===== src/hw/rtl/string_literal_unescaper_defines.svh =====
// Assertion macros used by slu_outbuf.
`ifndef STRING_LITERAL_UNESCAPER_DEFINES_SVH
`define STRING_LITERAL_UNESCAPER_DEFINES_SVH

// Checks that an expression holds at every clock edge outside reset.
`define SLU_ASSERT(lbl, expr) \
    lbl: assert property (@(posedge i_clk) disable iff (!i_rst_n) (expr)) \
        else $error("slu assertion failed");

// Checks that a consequent holds in the same cycle as its antecedent.
`define SLU_ASSERT_IMP(lbl, ante, cons) \
    lbl: assert property (@(posedge i_clk) disable iff (!i_rst_n) (ante) |-> (cons)) \
        else $error("slu assertion failed");

`endif


===== src/hw/rtl/slu_pkg.sv =====
package slu_pkg;

    typedef enum logic [1:0] {
        MODE_NORMAL = 2'd0,
        MODE_ESCAPE = 2'd1,
        MODE_OCTAL  = 2'd2
    } t_mode;

    localparam logic [1:0] KIND_BYTE  = 2'd0;
    localparam logic [1:0] KIND_CLOSE = 2'd1;
    localparam logic [1:0] KIND_ERROR = 2'd2;

    localparam logic [1:0] ERR_NONE     = 2'd0;
    localparam logic [1:0] ERR_END      = 2'd1;
    localparam logic [1:0] ERR_ILLEGAL  = 2'd2;
    localparam logic [1:0] ERR_UNCLOSED = 2'd3;

    localparam logic       CFG_QUOTE_CHAR     = 1'b0;
    localparam logic       CFG_CLOSE_REQUIRED = 1'b1;

    localparam logic [7:0] QUOTE_RESET = 8'd34;
    localparam logic       CLOSE_REQUIRED_RESET = 1'b1;

    localparam logic [7:0] CH_NEWLINE    = 8'h0A;
    localparam logic [7:0] CH_CR         = 8'h0D;
    localparam logic [7:0] CH_BS         = 8'h08;
    localparam logic [7:0] CH_TAB        = 8'h09;
    localparam logic [7:0] CH_FF         = 8'h0C;
    localparam logic [7:0] CH_BACKSLASH  = 8'h5C;
    localparam logic [7:0] CH_DQUOTE     = 8'h22;
    localparam logic [7:0] CH_APOS       = 8'h27;
    localparam logic [7:0] CH_SLASH      = 8'h2F;
    localparam logic [7:0] CH_UNDERSCORE = 8'h5F;
    localparam logic [7:0] CH_ZERO       = 8'h30;
    localparam logic [7:0] CH_SEVEN      = 8'h37;
    localparam logic [7:0] CH_N          = 8'h6E;
    localparam logic [7:0] CH_R          = 8'h72;
    localparam logic [7:0] CH_B          = 8'h62;
    localparam logic [7:0] CH_T          = 8'h74;
    localparam logic [7:0] CH_F          = 8'h66;

    typedef struct packed {
        logic [7:0] char_in;
        logic       end_of_text;
    } t_in_item;

    typedef struct packed {
        logic [1:0] kind;
        logic [7:0] byte_out;
        logic [1:0] error_code;
        logic       last;
    } t_out_item;

    // Everything one decode step produces.
    typedef struct packed {
        logic [1:0] nres;
        t_out_item  res0;
        t_out_item  res1;
        t_mode      next_mode;
        logic [7:0] next_octal;
    } t_dec_result;

    function automatic t_out_item mk_item(logic [1:0] kind, logic [7:0] b, logic [1:0] err);
        t_out_item it;
        it.kind       = kind;
        it.byte_out   = b;
        it.error_code = err;
        it.last       = 1'b0;
        return it;
    endfunction

endpackage


===== src/hw/rtl/string_literal_unescaper.sv =====
// An accepted byte is registered, decoded combinationally, and its results are
// registered into the output buffer once that buffer can take the step.
// Throughput: one input per cycle when the buffer has room; a step that yields two
// results holds the two-entry result buffer for two output transfers.
// Reset (synchronous, active low) empties both stages, sets normal mode, clears the
// octal accumulator and restores quote 34 and close-required 1.
module string_literal_unescaper (
    input  logic               i_clk,
    input  logic               i_rst_n,
    input  logic               i_valid,
    output logic               o_ready,
    input  slu_pkg::t_in_item  i_data,
    output logic               o_valid,
    input  logic               i_ready,
    output slu_pkg::t_out_item o_data,
    input  logic               i_cfg_we,
    input  logic               i_cfg_index,
    input  logic [7:0]         i_cfg_data
);

    logic                 r_in_valid;
    slu_pkg::t_in_item    r_in;
    slu_pkg::t_mode       r_mode;
    logic [7:0]           r_octal;
    logic [7:0]           r_quote_char;
    logic                 r_close_required;
    slu_pkg::t_dec_result dec;
    logic                 load_ready;
    logic                 fire;

    assign fire    = r_in_valid && load_ready;
    assign o_ready = !r_in_valid || fire;

    slu_decode u_decode (
        .i_mode           (r_mode),
        .i_octal          (r_octal),
        .i_quote_char     (r_quote_char),
        .i_close_required (r_close_required),
        .i_item           (r_in),
        .o_result         (dec)
    );

    slu_outbuf u_outbuf (
        .i_clk        (i_clk),
        .i_rst_n      (i_rst_n),
        .i_load       (fire),
        .i_nres       (dec.nres),
        .i_res0       (dec.res0),
        .i_res1       (dec.res1),
        .o_load_ready (load_ready),
        .o_valid      (o_valid),
        .i_ready      (i_ready),
        .o_data       (o_data)
    );

    always_ff @(posedge i_clk) begin
        if (!i_rst_n) begin
            r_in_valid       <= 1'b0;
            r_mode           <= slu_pkg::MODE_NORMAL;
            r_octal          <= 8'd0;
            r_quote_char     <= slu_pkg::QUOTE_RESET;
            r_close_required <= slu_pkg::CLOSE_REQUIRED_RESET;
        end else begin
            if (o_ready) begin
                r_in_valid <= i_valid;
            end
            if (fire) begin
                r_mode  <= dec.next_mode;
                r_octal <= dec.next_octal;
            end
            if (i_cfg_we) begin
                case (i_cfg_index)
                    slu_pkg::CFG_QUOTE_CHAR:     r_quote_char     <= i_cfg_data;
                    slu_pkg::CFG_CLOSE_REQUIRED: r_close_required <= i_cfg_data[0];
                    default: ;
                endcase
            end
        end
        if (o_ready && i_valid) begin
            r_in <= i_data;
        end
    end

endmodule


===== src/hw/rtl/slu_decode.sv =====
module slu_decode (
    input  slu_pkg::t_mode       i_mode,
    input  logic [7:0]           i_octal,
    input  logic [7:0]           i_quote_char,
    input  logic                 i_close_required,
    input  slu_pkg::t_in_item    i_item,
    output slu_pkg::t_dec_result o_result
);

    logic [7:0]         c;
    logic               eot;
    logic               is_oct;
    logic               nb_has;
    slu_pkg::t_out_item nb_item;
    slu_pkg::t_mode     nb_mode;
    slu_pkg::t_dec_result res;

    assign c      = i_item.char_in;
    assign eot    = i_item.end_of_text;
    assign is_oct = (c >= slu_pkg::CH_ZERO) && (c <= slu_pkg::CH_SEVEN);

    // Outcome of a byte or end of text seen in normal mode.
    always_comb begin
        nb_has  = 1'b0;
        nb_item = slu_pkg::mk_item(slu_pkg::KIND_BYTE, 8'd0, slu_pkg::ERR_NONE);
        nb_mode = slu_pkg::MODE_NORMAL;
        if (eot) begin
            nb_has = 1'b1;
            if (i_close_required) begin
                nb_item = slu_pkg::mk_item(slu_pkg::KIND_ERROR, 8'd0, slu_pkg::ERR_END);
            end else begin
                nb_item = slu_pkg::mk_item(slu_pkg::KIND_CLOSE, 8'd0, slu_pkg::ERR_NONE);
            end
        end else if (c == i_quote_char) begin
            nb_has  = 1'b1;
            nb_item = slu_pkg::mk_item(slu_pkg::KIND_CLOSE, 8'd0, slu_pkg::ERR_NONE);
        end else if (c == slu_pkg::CH_BACKSLASH) begin
            nb_mode = slu_pkg::MODE_ESCAPE;
        end else if (c == slu_pkg::CH_NEWLINE && i_close_required) begin
            nb_has  = 1'b1;
            nb_item = slu_pkg::mk_item(slu_pkg::KIND_ERROR, 8'd0, slu_pkg::ERR_UNCLOSED);
        end else begin
            nb_has  = 1'b1;
            nb_item = slu_pkg::mk_item(slu_pkg::KIND_BYTE, c, slu_pkg::ERR_NONE);
        end
    end

    always_comb begin
        res.nres       = 2'd0;
        res.res0       = slu_pkg::mk_item(slu_pkg::KIND_BYTE, 8'd0, slu_pkg::ERR_NONE);
        res.res1       = slu_pkg::mk_item(slu_pkg::KIND_BYTE, 8'd0, slu_pkg::ERR_NONE);
        res.next_mode  = i_mode;
        res.next_octal = i_octal;
        case (i_mode)
            slu_pkg::MODE_OCTAL: begin
                if (!eot && c == slu_pkg::CH_UNDERSCORE) begin
                    res.nres = 2'd0;
                end else if (!eot && is_oct) begin
                    res.next_octal = {i_octal[4:0], c[2:0]};
                end else begin
                    // The pending value goes out first, then the byte is seen as normal.
                    res.res0       = slu_pkg::mk_item(slu_pkg::KIND_BYTE, i_octal,
                                                      slu_pkg::ERR_NONE);
                    res.next_octal = 8'd0;
                    res.next_mode  = nb_mode;
                    if (nb_has) begin
                        res.res1 = nb_item;
                        res.nres = 2'd2;
                    end else begin
                        res.nres = 2'd1;
                    end
                end
            end
            slu_pkg::MODE_ESCAPE: begin
                res.next_octal = 8'd0;
                res.next_mode  = slu_pkg::MODE_NORMAL;
                if (eot) begin
                    res.nres = 2'd1;
                    res.res0 = slu_pkg::mk_item(slu_pkg::KIND_ERROR, 8'd0, slu_pkg::ERR_END);
                end else if (is_oct) begin
                    res.next_mode  = slu_pkg::MODE_OCTAL;
                    res.next_octal = {5'd0, c[2:0]};
                end else begin
                    res.nres = 2'd1;
                    case (c)
                        slu_pkg::CH_N: res.res0.byte_out = slu_pkg::CH_NEWLINE;
                        slu_pkg::CH_R: res.res0.byte_out = slu_pkg::CH_CR;
                        slu_pkg::CH_B: res.res0.byte_out = slu_pkg::CH_BS;
                        slu_pkg::CH_T: res.res0.byte_out = slu_pkg::CH_TAB;
                        slu_pkg::CH_F: res.res0.byte_out = slu_pkg::CH_FF;
                        slu_pkg::CH_APOS, slu_pkg::CH_DQUOTE,
                        slu_pkg::CH_BACKSLASH, slu_pkg::CH_SLASH: res.res0.byte_out = c;
                        slu_pkg::CH_NEWLINE: res.nres = 2'd0;
                        default: begin
                            res.res0 = slu_pkg::mk_item(slu_pkg::KIND_ERROR, 8'd0,
                                                        slu_pkg::ERR_ILLEGAL);
                        end
                    endcase
                end
            end
            default: begin
                res.next_octal = 8'd0;
                res.next_mode  = nb_mode;
                if (nb_has) begin
                    res.nres = 2'd1;
                    res.res0 = nb_item;
                end
            end
        endcase
        if (res.nres == 2'd1) begin
            res.res0.last = 1'b1;
        end
        if (res.nres == 2'd2) begin
            res.res1.last = 1'b1;
        end
    end

    assign o_result = res;

endmodule


===== src/hw/rtl/slu_outbuf.sv =====
`include "string_literal_unescaper_defines.svh"

module slu_outbuf (
    input  logic               i_clk,
    input  logic               i_rst_n,
    input  logic               i_load,
    input  logic [1:0]         i_nres,
    input  slu_pkg::t_out_item i_res0,
    input  slu_pkg::t_out_item i_res1,
    output logic               o_load_ready,
    output logic               o_valid,
    input  logic               i_ready,
    output slu_pkg::t_out_item o_data
);

    logic [1:0]         r_cnt;
    logic [1:0]         n_cnt;
    slu_pkg::t_out_item r_slot0;
    slu_pkg::t_out_item r_slot1;
    slu_pkg::t_out_item n_slot0;
    slu_pkg::t_out_item n_slot1;
    logic               pop;

    assign o_valid      = (r_cnt != 2'd0);
    assign o_data       = r_slot0;
    assign pop          = o_valid && i_ready;
    // A new step may land when the buffer is empty or drains this cycle.
    assign o_load_ready = (r_cnt == 2'd0) || (r_cnt == 2'd1 && i_ready);

    always_comb begin
        n_cnt   = r_cnt;
        n_slot0 = r_slot0;
        n_slot1 = r_slot1;
        if (i_load) begin
            n_cnt   = i_nres;
            n_slot0 = i_res0;
            n_slot1 = i_res1;
        end else if (pop) begin
            n_cnt   = r_cnt - 2'd1;
            n_slot0 = r_slot1;
        end
    end

    always_ff @(posedge i_clk) begin
        if (!i_rst_n) begin
            r_cnt <= 2'd0;
        end else begin
            r_cnt <= n_cnt;
        end
        r_slot0 <= n_slot0;
        r_slot1 <= n_slot1;
    end

    `SLU_ASSERT(a_cnt_range, r_cnt != 2'd3)
    `SLU_ASSERT_IMP(a_single_last, r_cnt == 2'd1, r_slot0.last)
    `SLU_ASSERT_IMP(a_pair_last, r_cnt == 2'd2, !r_slot0.last && r_slot1.last)
    `SLU_ASSERT_IMP(a_byte_no_err, o_valid && r_slot0.kind == slu_pkg::KIND_BYTE,
                    r_slot0.error_code == slu_pkg::ERR_NONE)

endmodule


===== config.mk =====
export PLATFORM = sky130hd
export DESIGN_NAME = string_literal_unescaper
export DESIGN_NICKNAME = d
export VERILOG_FILES = /design/src/hw/rtl/slu_pkg.sv /design/src/hw/rtl/string_literal_unescaper.sv /design/src/hw/rtl/slu_decode.sv /design/src/hw/rtl/slu_outbuf.sv
export VERILOG_INCLUDE_DIRS = /design/src /design/src/hw/rtl
export SDC_FILE = /design/constraint.sdc
export NUM_CORES = 1
export LEC_CHECK = 0
export ABC_AREA = 1
export ABC_CLOCK_PERIOD_IN_PS = 3400
export BUFFER_PORTS_ARGS = -buffer_cell sky130_fd_sc_hd__buf_2
export CAP_MARGIN = 25
export CORE_AREA = 8 8 93 95
export DETAILED_ROUTE_END_ITERATION = 16
export DIE_AREA = 0 0 101 103
export PLACE_DENSITY = 0.65
export SLEW_MARGIN = 15
export SYNTH_ARGS = -nofsm -noshare
export SYNTH_HDL_FRONTEND = slang
export SYNTH_HIERARCHICAL = 1
export SYNTH_SLANG_ARGS = --single-unit

===== constraint.sdc =====
create_clock -name i_clk -period 3.4 [get_ports i_clk]
set_input_delay 0.34 -clock i_clk [delete_from_list [all_inputs] [get_ports i_clk]]
set_output_delay 0.34 -clock i_clk [all_outputs]
set_load 0.01 [all_outputs]

==> results.json <==
{
  "status": "finished clean",
  "hold_violations": 0,
  "p_leak_nw": 1.83,
  "die_area_mm2": 0.0104,
  "syn_area_mm2": 0.00345,
  "r2r_end": "u_outbuf/o_data[12]",
  "path_clk_slew_ns": 0.07,
  "required_ns": 3.43,
  "drtIter0Drc": 206,
  "mostFrequentLayoutCells": "nand2_1 (136), nor2_1 (76), inv_1 (54), buf_2 (37), edfxtp_1 (35)",
  "cts_buffer_depth": 2,
  "core_mm2": 0.00714,
  "period_share": 0.642,
  "grt-ovfl-total": 0,
  "grt_max_degree": 41,
  "path_class": "reg2reg",
  "worstHoldPathType": "in2reg",
  "postCtsSetupBuffers": 0,
  "r2r-start": "u_outbuf/r_cnt[0]",
  "areaGrowthSynthToFinish_pct": 12.0,
  "vias": 2958,
  "finalWirelength_mm": 7.56,
  "r2r_slack_ns": 1.22,
  "relSlewSlack": 0.402,
  "grt_usage": 0.158,
  "firstDrtPassIters": 4,
  "clkLatencyLatePin_ns": 0.35,
  "rsz0062_at_grt": "no",
  "period_minus_slack_ns": 2.18,
  "setup-violations-final": 0,
  "grt_pass1_wl_mm": 12.9,
  "via_per_inst": 4.96,
  "io_pins": 38,
  "grt_pass1_vias": 2827,
  "slew_violations": 0,
  "hp-start": "i_data[5]",
  "fp.dieH_um": 103,
  "die_x_um": 101,
  "yosysSeqAreaShare": 0.432,
  "critPathCaptureType": "flip-flop",
  "synth-seq-cells": 57,
  "numCtsBuffers": 9,
  "switching_power_w": 0.000731,
  "holdPathStages": 1,
  "pwr-share-seq": 0.405,
  "dp_hpwl_mm": 5.73,
  "ctsHoldBuffers": 0,
  "clock.fmax_ghz": 0.458,
  "crit_fanout": 40,
  "rr_worst_depth": 8,
  "final_net_count": 519,
  "drc": 0,
  "power_density_mw_per_mm2": 608,
  "nFillCells": 722,
  "p_int_w": 0.00162,
  "avgSynthCellArea_um2": 7.45,
  "fin_util": 0.542,
  "tns_ns": 0,
  "cap_violations": 0,
  "cts_resized": 0,
  "p_sw_frac": 0.311,
  "yosysWarnings": 6,
  "antenna_found_initial": 0,
  "gp_congestion": 0.905,
  "numPortBuffers": 37,
  "finalClockSkew_ns": 0.00961,
  "clkPwrFrac": 0.350,
  "cts_tree": "yes",
  "layout-drive-gt1-share": 0.163,
  "cts-root-buf": "clkbuf_8",
  "antennaDiodeCount": 0,
  "synth_cells": 464,
  "ys_types": 35,
  "worstPathArrival_ns": 2.21,
  "start_kind": "flip-flop",
  "htreeDepth": 3,
  "wl_per_cell_um": 12.7,
  "tightestPinTransition_ns": 0.896,
  "clock_sinks": 57,
  "whs_endpoint": "r_in[5]",
  "rows": 31,
  "final_common_cell": "nand2_1",
  "synth_nets": 491,
  "p_comb_frac": 0.245,
  "antenna_left": 0,
  "vdd_drop_max_mv": 0.267,
  "initial_utilization": 0.484
}
[metal layers]
layer,track usage,vias to the layer above,share of wire
met5,0,-,0
met4,0.0664,0,0.015
met3,0.0452,11,0.058
met2,0.264,73,0.48
met1,0.187,1339,0.45
li1,-,1535,-
[registers in the layout, indices dropped and copies added (netlist names)]
register and count:
r_mode 2, r_in 9, r_quote_char 8, u_outbuf/o_data 13, r_close_required 1, r_in_valid 1
u_outbuf/r_slot1 13, r_octal 8, u_outbuf/r_cnt 2
[cell families after synthesis]
family | Yosys count | share of synthesized area
DFF | 57 | 0.432
adders and majority gates | 4 | 0.0145
AOI/OAI and AO/OA | 43 | 0.0750
xor gates and xnor gates | 3 | 0.00761
and+or+nand+nor | 276 | 0.359
buffers and inverters | 81 | 0.113
[stage by stage]
stage / power, W / hold slack [ns] / area (um2) / worst slack [ns] / cells
final: 0.00235 / 0.170 / 3870 / 1.22 / 596
after global routing: 0.00250 / 0.149 / 3870 / 0.985 / 596
after CTS: 0.00237 / 0.160 / 3870 / 1.18 / 596
after detailed placement: 0.00155 / 0.492 / 3610 / 1.20 / 580
after global placement: 0.00154 / 0.480 / 3610 / 1.23 / 580
after floorplan: 0.00141 / 0.439 / 3450 / 1.65 / 464
[how the worst max path moves through the flow]
stage | to | cells past startpoint | from
floorplan | u_outbuf/o_data[6] | 12 | r_mode[0]
global placement | u_outbuf/o_data[3] | 8 | u_outbuf/r_cnt[0]
detailed placement | u_outbuf/o_data[3] | 8 | u_outbuf/r_cnt[0]
CTS | u_outbuf/o_data[12] | 7 | u_outbuf/r_cnt[0]
global route | u_outbuf/r_cnt[1] | 11 | u_outbuf/r_cnt[0]
finish | u_outbuf/o_data[12] | 8 | u_outbuf/r_cnt[0]
[Yosys cell counts, drive strengths merged]
cell    count  area share
o21ai      27       0.040
nor3        2      0.0062
a21oi       4      0.0091
nand2     146        0.17
o21a        1      0.0022
o211ai      2      0.0043
nor2       82        0.10
nand4       9       0.018
a21boi      3      0.0065
clkbuf      4      0.0043
a31oi       1      0.0018
nand3      37       0.062
a211oi      5       0.011
buf        16       0.040
dfxtp      22        0.13
inv        61       0.068
edfxtp     35        0.30
ha          4       0.014
xnor2       3      0.0076
[power groups by stage]
stage                     registers [W]  logic [W]  clock network (W)
after global placement         0.000965   0.000576                  0
after CTS                      0.000954   0.000585           0.000835
after global routing           0.000968   0.000662           0.000874
final                          0.000952   0.000577           0.000822
after floorplan                0.000969   0.000438                  0
after detailed placement       0.000969   0.000581                  0
[worst max-delay path: stages (launching register included)]
cell and delay (ns):
dfxtp_1 0.35, inv_1 0.07, ha_1 0.14, inv_1 0.05, nand2_1 0.13, nand2_2 0.17
inv_2 0.58, inv_8 0.13, nand2_4 0.23
[final cells by class]
type / instances / area [um2] / area share
clock buffers: 9 / 124 / 0.0320
clock inverters: 7 / 133 / 0.0343
inverters: 61 / 236 / 0.0611
multi-input cells: 326 / 1570 / 0.407
flip-flops and latches: 57 / 1490 / 0.386
well taps: 99 / 124 / 0.0320
repair buffers: 37 / 185 / 0.0479
No activity file was read; power rests on OpenSTA's default activity.
